===== config.mk =====
export PLATFORM = sky130hd
export DESIGN_NAME = pi_controller_clamped_integrator_core
export DESIGN_NICKNAME = d
export VERILOG_FILES = /design/src/hdl/pic_pkg.sv /design/src/hdl/pic_drive_sum.sv /design/src/hdl/pi_controller_clamped_integrator_core.sv
export SDC_FILE = /design/constraint.sdc
export NUM_CORES = 2
export LEC_CHECK = 0
export ABC_CLOCK_PERIOD_IN_PS = 9200
export BUFFER_PORTS_ARGS = -buffer_cell sky130_fd_sc_hd__clkbuf_2
export CAP_MARGIN = 20
export CORE_MARGIN = 3
export CORE_UTILIZATION = 51
export CTS_CLUSTER_DIAMETER = 120
export DETAILED_ROUTE_END_ITERATION = 8
export GPL_TIMING_DRIVEN = 0
export PLACE_DENSITY = 0.67
export SYNTH_ARGS = -nofsm -noshare
export SYNTH_HDL_FRONTEND = slang
export SYNTH_SLANG_ARGS = --single-unit

===== constraint.sdc =====
create_clock -name clk_i -period 9.2 [get_ports clk_i]
set_input_delay 0.92 -clock clk_i [delete_from_list [all_inputs] [get_ports clk_i]]
set_output_delay 0.92 -clock clk_i [all_outputs]
set_load 0.01 [all_outputs]

===== src/hdl/pic_pkg.sv =====
// ----------------------------------------------------------------------------
// pic_pkg - shared types and constants for the clamped-integrator PI core
// Register map, configuration bundle, product bundle and the fixed constants
// used by the error scaling (x100 / 7) path.
// ----------------------------------------------------------------------------
package pic_pkg;

  localparam int unsigned ValW    = 16;  // Q8.8 sample / gain / drive width
  localparam int unsigned LimW    = 32;  // integrator limit / accumulator width
  localparam int unsigned CfgIdxW = 3;
  localparam int unsigned MagW    = 23;  // |diff| * 100 fits in 23 bits
  localparam int unsigned QuoW    = 20;  // |diff| * 100 / 7 fits in 20 bits
  localparam int unsigned ErrW    = QuoW + 1;
  localparam int unsigned PPropW  = ErrW + ValW;  // error * prop_gain
  localparam int unsigned PIntW   = LimW + ValW;  // accumulator * integ_gain

  // Reciprocal of 7: floor(n * DivMul / 2^DivShift) == n / 7 for n < 2^24
  localparam int unsigned DivMulW  = 24;
  localparam logic [DivMulW-1:0] DivMul = 24'd9586981;
  localparam int unsigned DivShift = 26;

  // Largest error magnitude: 65535 * 100 / 7
  localparam int ErrMax = 936214;

  typedef enum logic [CfgIdxW-1:0] {
    REG_PROP_GAIN   = 3'd0,
    REG_INTEG_GAIN  = 3'd1,
    REG_INTEG_UPPER = 3'd2,
    REG_INTEG_LOWER = 3'd3,
    REG_OUT_UPPER   = 3'd4,
    REG_OUT_LOWER   = 3'd5
  } reg_idx_e;

  typedef struct packed {
    logic signed [ValW-1:0] prop_gain;
    logic signed [ValW-1:0] integ_gain;
    logic signed [LimW-1:0] integ_upper;
    logic signed [LimW-1:0] integ_lower;
    logic signed [ValW-1:0] out_upper;
    logic signed [ValW-1:0] out_lower;
  } cfg_t;

  localparam cfg_t CfgReset = '{
    prop_gain:   16'sd256,
    integ_gain:  16'sd0,
    integ_upper: 32'sh7FFF_FFFF,
    integ_lower: 32'sh8000_0000,
    out_upper:   16'sd25600,
    out_lower:   16'sd0
  };

  typedef struct packed {
    logic signed [PPropW-1:0] prop_prod;
    logic signed [PIntW-1:0]  integ_prod;
  } prod_t;

endpackage


===== src/hdl/pic_drive_sum.sv =====
// ----------------------------------------------------------------------------
// pic_drive_sum - drive output combiner
// Scales both PI products down by 256 (floor), adds them and clamps the sum
// to the configured drive limits, upper limit checked first.
// ----------------------------------------------------------------------------
module pic_drive_sum import pic_pkg::*; (
  input  prod_t                  prod_i,
  input  cfg_t                   cfg_i,
  output logic signed [ValW-1:0] drive_o
);

  localparam int unsigned SumW = PIntW + 1;

  logic signed [PPropW-1:0] prop_sh;
  logic signed [PIntW-1:0]  integ_sh;
  logic signed [SumW-1:0]   sum;
  logic signed [SumW-1:0]   upper_x;
  logic signed [SumW-1:0]   lower_x;

  // Arithmetic shift right is floor division by 256
  assign prop_sh  = prod_i.prop_prod >>> 8;
  assign integ_sh = prod_i.integ_prod >>> 8;

  assign sum = SumW'(prop_sh) + SumW'(integ_sh);
  assign upper_x = SumW'(cfg_i.out_upper);
  assign lower_x = SumW'(cfg_i.out_lower);

  always_comb begin
    if (sum > upper_x) begin
      drive_o = cfg_i.out_upper;
    end else if (sum < lower_x) begin
      drive_o = cfg_i.out_lower;
    end else begin
      drive_o = sum[ValW-1:0];
    end
  end

endmodule


===== src/hdl/pi_controller_clamped_integrator_core.sv =====
// ----------------------------------------------------------------------------
// pi_controller_clamped_integrator_core - PI controller, clamped integrator
// Takes position / setpoint beats, scales the error by 100/7, accumulates it
// with anti-windup clamping and emits a clamped Q8.8 drive per beat.
// ----------------------------------------------------------------------------
// Throughput: one beat per cycle while m_axis_tready is high; each stage
//   holds one item and moves on as soon as the stage after it is free, so
//   bubbles collapse under stalls.
// Five stages: scale by 100, multiply by 1/7, integrate and clamp, the two
//   gain multiplies, and sum / clamp into the output register.
// Reset: rst_ni clears all valid bits, target, measured and accumulator, and
//   loads the register defaults; no clearing pass is needed.
module pi_controller_clamped_integrator_core import pic_pkg::*; (
  input  logic                clk_i,
  input  logic                rst_ni,
  // configuration write port
  input  logic                cfg_we_i,
  input  logic [CfgIdxW-1:0]  cfg_idx_i,
  input  logic [LimW-1:0]     cfg_wdata_i,
  // input stream
  input  logic                s_axis_tvalid,
  output logic                s_axis_tready,
  input  logic [ValW-1:0]     s_axis_tdata,   // [15:0] value
  input  logic [0:0]          s_axis_tuser,   // [0] action (1 = new setpoint)
  // result stream
  output logic                m_axis_tvalid,
  input  logic                m_axis_tready,
  output logic [23:0]         m_axis_tdata    // [15:0] drive, [16] integ_clamped
);

  // --------------------------------------------------------------------------
  // Configuration registers
  // --------------------------------------------------------------------------
  cfg_t cfg_q;

  always_ff @(posedge clk_i or negedge rst_ni) begin
    if (!rst_ni) begin
      cfg_q <= CfgReset;
    end else if (cfg_we_i) begin
      unique case (reg_idx_e'(cfg_idx_i))
        REG_PROP_GAIN:   cfg_q.prop_gain   <= cfg_wdata_i[ValW-1:0];
        REG_INTEG_GAIN:  cfg_q.integ_gain  <= cfg_wdata_i[ValW-1:0];
        REG_INTEG_UPPER: cfg_q.integ_upper <= cfg_wdata_i;
        REG_INTEG_LOWER: cfg_q.integ_lower <= cfg_wdata_i;
        REG_OUT_UPPER:   cfg_q.out_upper   <= cfg_wdata_i[ValW-1:0];
        REG_OUT_LOWER:   cfg_q.out_lower   <= cfg_wdata_i[ValW-1:0];
        default: ;  // unmapped index: drop the write
      endcase
    end
  end

  // --------------------------------------------------------------------------
  // Stage occupancy and flow control: a stage loads when it is empty or when
  // its own content moves on in the same cycle.
  // --------------------------------------------------------------------------
  logic v1_q, v2_q, v3_q, v4_q, v5_q;
  logic rdy1, rdy2, rdy3, rdy4, rdy5;
  logic ld1, ld2, ld3, ld4, ld5;

  assign rdy5 = !v5_q || m_axis_tready;
  assign rdy4 = !v4_q || rdy5;
  assign rdy3 = !v3_q || rdy4;
  assign rdy2 = !v2_q || rdy3;
  assign rdy1 = !v1_q || rdy2;

  assign s_axis_tready = rdy1;

  assign ld1 = rdy1 && s_axis_tvalid;
  assign ld2 = rdy2 && v1_q;
  assign ld3 = rdy3 && v2_q;
  assign ld4 = rdy4 && v3_q;
  assign ld5 = rdy5 && v4_q;

  always_ff @(posedge clk_i or negedge rst_ni) begin
    if (!rst_ni) begin
      v1_q <= 1'b0;
      v2_q <= 1'b0;
      v3_q <= 1'b0;
      v4_q <= 1'b0;
      v5_q <= 1'b0;
    end else begin
      if (rdy1) v1_q <= s_axis_tvalid;
      if (rdy2) v2_q <= v1_q;
      if (rdy3) v3_q <= v2_q;
      if (rdy4) v4_q <= v3_q;
      if (rdy5) v5_q <= v4_q;
    end
  end

  // --------------------------------------------------------------------------
  // Stage 1: update target / measured, form |target - measured| * 100
  // --------------------------------------------------------------------------
  logic signed [ValW-1:0] target_q, measured_q;
  logic signed [ValW-1:0] target_d, measured_d;
  logic signed [ValW:0]   diff;
  logic [ValW-1:0]        diff_mag;
  logic [MagW-1:0]        mag100;
  logic [MagW-1:0]        mag1_q;
  logic                   neg1_q, clr1_q;

  always_comb begin
    target_d   = target_q;
    measured_d = measured_q;
    if (s_axis_tuser[0]) begin
      target_d = s_axis_tdata;
    end else begin
      measured_d = s_axis_tdata;
    end
  end

  assign diff     = (ValW+1)'(target_d) - (ValW+1)'(measured_d);
  assign diff_mag = diff[ValW] ? ValW'(-diff) : diff[ValW-1:0];
  // x100 = x64 + x32 + x4
  assign mag100   = (MagW'(diff_mag) << 6) + (MagW'(diff_mag) << 5)
                  + (MagW'(diff_mag) << 2);

  always_ff @(posedge clk_i or negedge rst_ni) begin
    if (!rst_ni) begin
      target_q   <= '0;
      measured_q <= '0;
    end else if (ld1) begin
      target_q   <= target_d;
      measured_q <= measured_d;
    end
  end

  always_ff @(posedge clk_i) begin
    if (ld1) begin
      mag1_q <= mag100;
      neg1_q <= diff[ValW];
      clr1_q <= s_axis_tuser[0];
    end
  end

  // --------------------------------------------------------------------------
  // Stage 2: divide by 7 through the reciprocal multiply
  // --------------------------------------------------------------------------
  localparam int unsigned DivProdW = MagW + DivMulW;

  logic [DivProdW-1:0] div_prod;
  logic [QuoW-1:0]     quo2_q;
  logic                neg2_q, clr2_q;

  assign div_prod = DivProdW'(mag1_q) * DivProdW'(DivMul);

  always_ff @(posedge clk_i) begin
    if (ld2) begin
      quo2_q <= div_prod[DivShift +: QuoW];
      neg2_q <= neg1_q;
      clr2_q <= clr1_q;
    end
  end

  // --------------------------------------------------------------------------
  // Stage 3: restore the sign (truncation toward zero), integrate and clamp.
  // acc3_q is the controller's accumulator; it only moves when an item loads.
  // --------------------------------------------------------------------------
  localparam int unsigned AccSumW = LimW + 1;

  logic signed [ErrW-1:0]    err;
  logic signed [LimW-1:0]    acc_base;
  logic signed [AccSumW-1:0] acc_sum;
  logic signed [LimW-1:0]    acc_d;
  logic                      clamp_d;
  logic signed [ErrW-1:0]    err3_q;
  logic signed [LimW-1:0]    acc3_q;
  logic                      clamp3_q;

  assign err      = neg2_q ? -$signed({1'b0, quo2_q}) : $signed({1'b0, quo2_q});
  // a setpoint beat clears the integrator before the error goes in
  assign acc_base = clr2_q ? '0 : acc3_q;
  assign acc_sum  = AccSumW'(acc_base) + AccSumW'(err);

  always_comb begin
    clamp_d = 1'b1;
    if (acc_sum > AccSumW'(cfg_q.integ_upper)) begin
      acc_d = cfg_q.integ_upper;
    end else if (acc_sum < AccSumW'(cfg_q.integ_lower)) begin
      acc_d = cfg_q.integ_lower;
    end else begin
      acc_d   = acc_sum[LimW-1:0];
      clamp_d = 1'b0;
    end
  end

  always_ff @(posedge clk_i or negedge rst_ni) begin
    if (!rst_ni) begin
      acc3_q <= '0;
    end else if (ld3) begin
      acc3_q <= acc_d;
    end
  end

  always_ff @(posedge clk_i) begin
    if (ld3) begin
      err3_q   <= err;
      clamp3_q <= clamp_d;
    end
  end

  // --------------------------------------------------------------------------
  // Stage 4: gain multiplies
  // --------------------------------------------------------------------------
  prod_t prod4_q;
  logic  clamp4_q;

  always_ff @(posedge clk_i) begin
    if (ld4) begin
      prod4_q.prop_prod  <= PPropW'(err3_q) * PPropW'(cfg_q.prop_gain);
      prod4_q.integ_prod <= PIntW'(acc3_q) * PIntW'(cfg_q.integ_gain);
      clamp4_q           <= clamp3_q;
    end
  end

  // --------------------------------------------------------------------------
  // Stage 5: combine, clamp to drive limits, hold in the output register
  // --------------------------------------------------------------------------
  logic signed [ValW-1:0] drive;
  logic signed [ValW-1:0] drive5_q;
  logic                   clamp5_q;

  pic_drive_sum u_drive_sum (
    .prod_i  (prod4_q),
    .cfg_i   (cfg_q),
    .drive_o (drive)
  );

  always_ff @(posedge clk_i) begin
    if (ld5) begin
      drive5_q <= drive;
      clamp5_q <= clamp4_q;
    end
  end

  assign m_axis_tvalid = v5_q;
  assign m_axis_tdata  = {7'd0, clamp5_q, drive5_q};

  // --------------------------------------------------------------------------
  // Assertions
  // --------------------------------------------------------------------------
  // The scaled error never leaves the range reachable from 16-bit operands
  a_err_range : assert property (@(posedge clk_i) disable iff (!rst_ni)
    v3_q |-> (err3_q <= ErrW'(ErrMax)) && (err3_q >= -ErrW'(ErrMax)))
    else $error("scaled error out of range");

  // A clamp flag means the accumulator sits on one of the limits
  a_clamp_on_limit : assert property (@(posedge clk_i) disable iff (!rst_ni)
    v3_q && clamp3_q |-> (acc3_q == cfg_q.integ_upper) ||
                         (acc3_q == cfg_q.integ_lower))
    else $error("clamp flag set but accumulator not on a limit");

  // With ordered limits the drive stays inside them
  a_drive_range : assert property (@(posedge clk_i) disable iff (!rst_ni)
    m_axis_tvalid && (cfg_q.out_lower <= cfg_q.out_upper) |->
      (drive5_q <= cfg_q.out_upper) && (drive5_q >= cfg_q.out_lower))
    else $error("drive outside configured limits");

  // A stalled output holds its result
  a_out_hold : assert property (@(posedge clk_i) disable iff (!rst_ni)
    m_axis_tvalid && !m_axis_tready |=> m_axis_tvalid && $stable(m_axis_tdata))
    else $error("result changed under back-pressure");

endmodule

==> impl_metrics.env <==
export IMPL_status="finished, final reports clean"
export IMPL_critical_path_max_fanout=10
export IMPL_yosys_warnings=0
export IMPL_finalNetCount=7870
export IMPL_cp_depth=21
export IMPL_hold_path_class="in2async"
export IMPL_end_kind="register"
export IMPL_grt_max_degree=100
export IMPL_initial_core_util=0.519
export IMPL_die_w_um=343
export IMPL_io_pins=83
export IMPL_cp_buffers_inverters=4
export IMPL_cts_tree="built"
export IMPL_cts_sinks=351
export IMPL_grt_pass1_wl_um=259000
export IMPL_drt_total_wl_um=163000
export IMPL_hold_viol=0
export IMPL_fin_setup_tns_ps=0
export IMPL_startpoint_type="register"
export IMPL_synth_edf_count=154
export IMPL_cts_max_level=2
export IMPL_core_area_um2=112000
export IMPL_antenna_left=0
export IMPL_grt_pass1_vias=45800
export IMPL_skew_ps=23.8
export IMPL_drive_gt1_frac=0.0579
export IMPL_cts_hold_buffers=0
export IMPL_synth_cell_types=93
export IMPL_firstDrtPassIters=6
export IMPL_cts_buffers=44
export IMPL_path_delay_family="adder cells"
export IMPL_crit_arrival_ps=9170
export IMPL_portBuffers=74
export IMPL_critical_path_required_ps=9550
export IMPL_top_layer="met5"
export IMPL_num_vias=43500
export IMPL_cts_resized=0
export IMPL_crit_path_frequent_cell="fa_1"
export IMPL_fmax_mhz=113
export IMPL_period_minus_slack_ps=8820
export IMPL_clk_path_buf_depth=3
export IMPL_rsz0062_at_grt="false"
export IMPL_drv_cap=0
export IMPL_reg2reg_slack_ps=380
export IMPL_async_flop_share=0.561
export IMPL_drc=0
export IMPL_grtUsageTotal=0.285
export IMPL_viasPerCell=5.57
export IMPL_fin_crit_sh=0.959
export IMPL_ys_seq_area_frac=0.166
export IMPL_synthCells=6137
export IMPL_worst_slew_pin_slew_ps=1100
export IMPL_clock_latency_ps=640
export IMPL_reg2reg_depth=21
export IMPL_slowest_delay_ps=810
export IMPL_post_dp_hpwl_um=134000
export IMPL_synth_ff_latch_count=351
export IMPL_gr_total_overflow=0
export IMPL_crit_type="reg2reg"
export IMPL_synth_top_area_share=0.316
export IMPL_fp_row_count=122
export IMPL_path_clk_slew_ps=60
export IMPL_routedWlPerCell_um=20.8
export IMPL_grt_antenna_before_repair=6
export IMPL_finalInstanceArea_um2=61800
export IMPL_drt_iter0_drc=2978
export IMPL_gp_congestion=0.998
export IMPL_synth_common_cells="1266 x inv_1, 913 x fa_1, 655 x nand2_1, 627 x ha_1, 344 x and2_1"
export IMPL_synth_top_area_cell="fa_1"
export IMPL_wl_met3_um=11400
export IMPL_mappedNetlistArea_um2=57900
export IMPL_cts_root_buffer="clkbuf_16"
export IMPL_finalSetupViolations=0
export IMPL_postCtsSetupBuffers=0
export IMPL_wl_met1_um=64400
export IMPL_die_h_um=343
export IMPL_yosysMostFrequentCell="inv_1"
export IMPL_slew_violations=0
export IMPL_crit_chain="clkbuf_1 -> nand2_1 -> fa_1 -> fa_1 -> fa_1 -> inv_1 -> fa_1 -> fa_1 -> inv_1 -> fa_1 -> inv_1 -> ha_1 -> a41oi_1 -> o311ai_0 -> a21oi_1 -> o21ai_1 -> a21oi_1 -> o31ai_4 -> a2111oi_0 -> o31ai_1 -> xnor2_1"
export IMPL_synth_avg_cell_area_um2=9.43
export IMPL_cp_slowest_cell="clkbuf_1"
export IMPL_dieArea_um2=118000
export IMPL_max_slew_margin_rel=0.261
export IMPL_synth_ff_type="dfrtp_1"
export IMPL_wl_met2_um=77400
export IMPL_postPlaceCellArea_um2=60200
export IMPL_synthTopCellsByArea="fa_1 32%, ha_1 14%, inv_1 8.2%"
export IMPL_area_growth_synth_to_final_pct=6.81
## cell families after synthesis
logic type,share of synthesized area
other,0.0000648
adders and majority gates,0.451
xor gates and xnor gates,0.0330
DFF,0.166
and+or+nand+nor,0.134
buffers and inverters,0.0968
muxes,0.0294
AOI/OAI and AO/OA,0.0898
## placed cells by master (no fill, tap or decap), drive strengths merged, types with 42 or more instances in the layout
cell type,instances
inv,1277
fa,913
nand2,655
ha,627
and2,344
clkbuf,321
a21oi,219
nor2,213
o21ai,189
xnor2,164
dfrtp,161
edfxtp,154
mux2,127
a21o,106
nor2b,66
nor3,63
nand3,59
xor2,53
nand2b,48
a211oi,48
nand4,42
## state kept, by name (all words and copies together) (netlist names)
signal         flops
clr2_q             1
v1_q               1
v4_q               1
acc3_q            32
cfg_q            128
clamp5_q           1
v3_q               1
clamp4_q           1
neg1_q             1
err3_q            21
clr1_q             1
m_axis_tvalid      1
target_q          16
clamp3_q           1
neg2_q             1
prod4_q           69
measured_q        16
drive5_q          16
mag1_q            21
quo2_q            20
v2_q               1
## through the flow
step | setup WS, ps | std cells | hold slack (ps) | utilization
floorplan | 1880 | 6143 | 400 | -
global placement | 415 | 7705 | 410 | 0.539
detailed placement | 396 | 7712 | 414 | 0.540
CTS | 359 | 7794 | 361 | 0.553
global route | 135 | 7797 | 383 | 0.554
finish | 380 | 7804 | 320 | 0.554
## routing by layer
metal,GRT usage,vias to the layer above
li1,-,19800
met3,0.0474,419
met4,0.131,2
met5,0,-
met1,0.358,21700
met2,0.483,1562
## path summary, 6_finish.rpt
kind	start	to
max	acc3_q[17]	prod4_q[47]
min	rst_ni	target_q[1]
max reg2reg	acc3_q[17]	prod4_q[47]
min reg2reg	clamp4_q	clamp5_q
max in group asynchronous	rst_ni	cfg_q[126]
min in group clk_i	clamp4_q	clamp5_q
## area by class of cell
type | instances | area, µm²
fillers | 10100 | 49800
repair buffers | 84 | 552
multi-input cells | 4309 | 42700
plain buffers | 214 | 838
diodes | 7 | 17.5
well taps | 1488 | 1860
clock buffers | 53 | 1150
inverters | 1269 | 4760
clock inverters | 29 | 312
flip-flops and latches | 351 | 9600
Power is not shown: default switching activity piles up to over one toggle a cycle in this logic, so the estimate is an artifact.
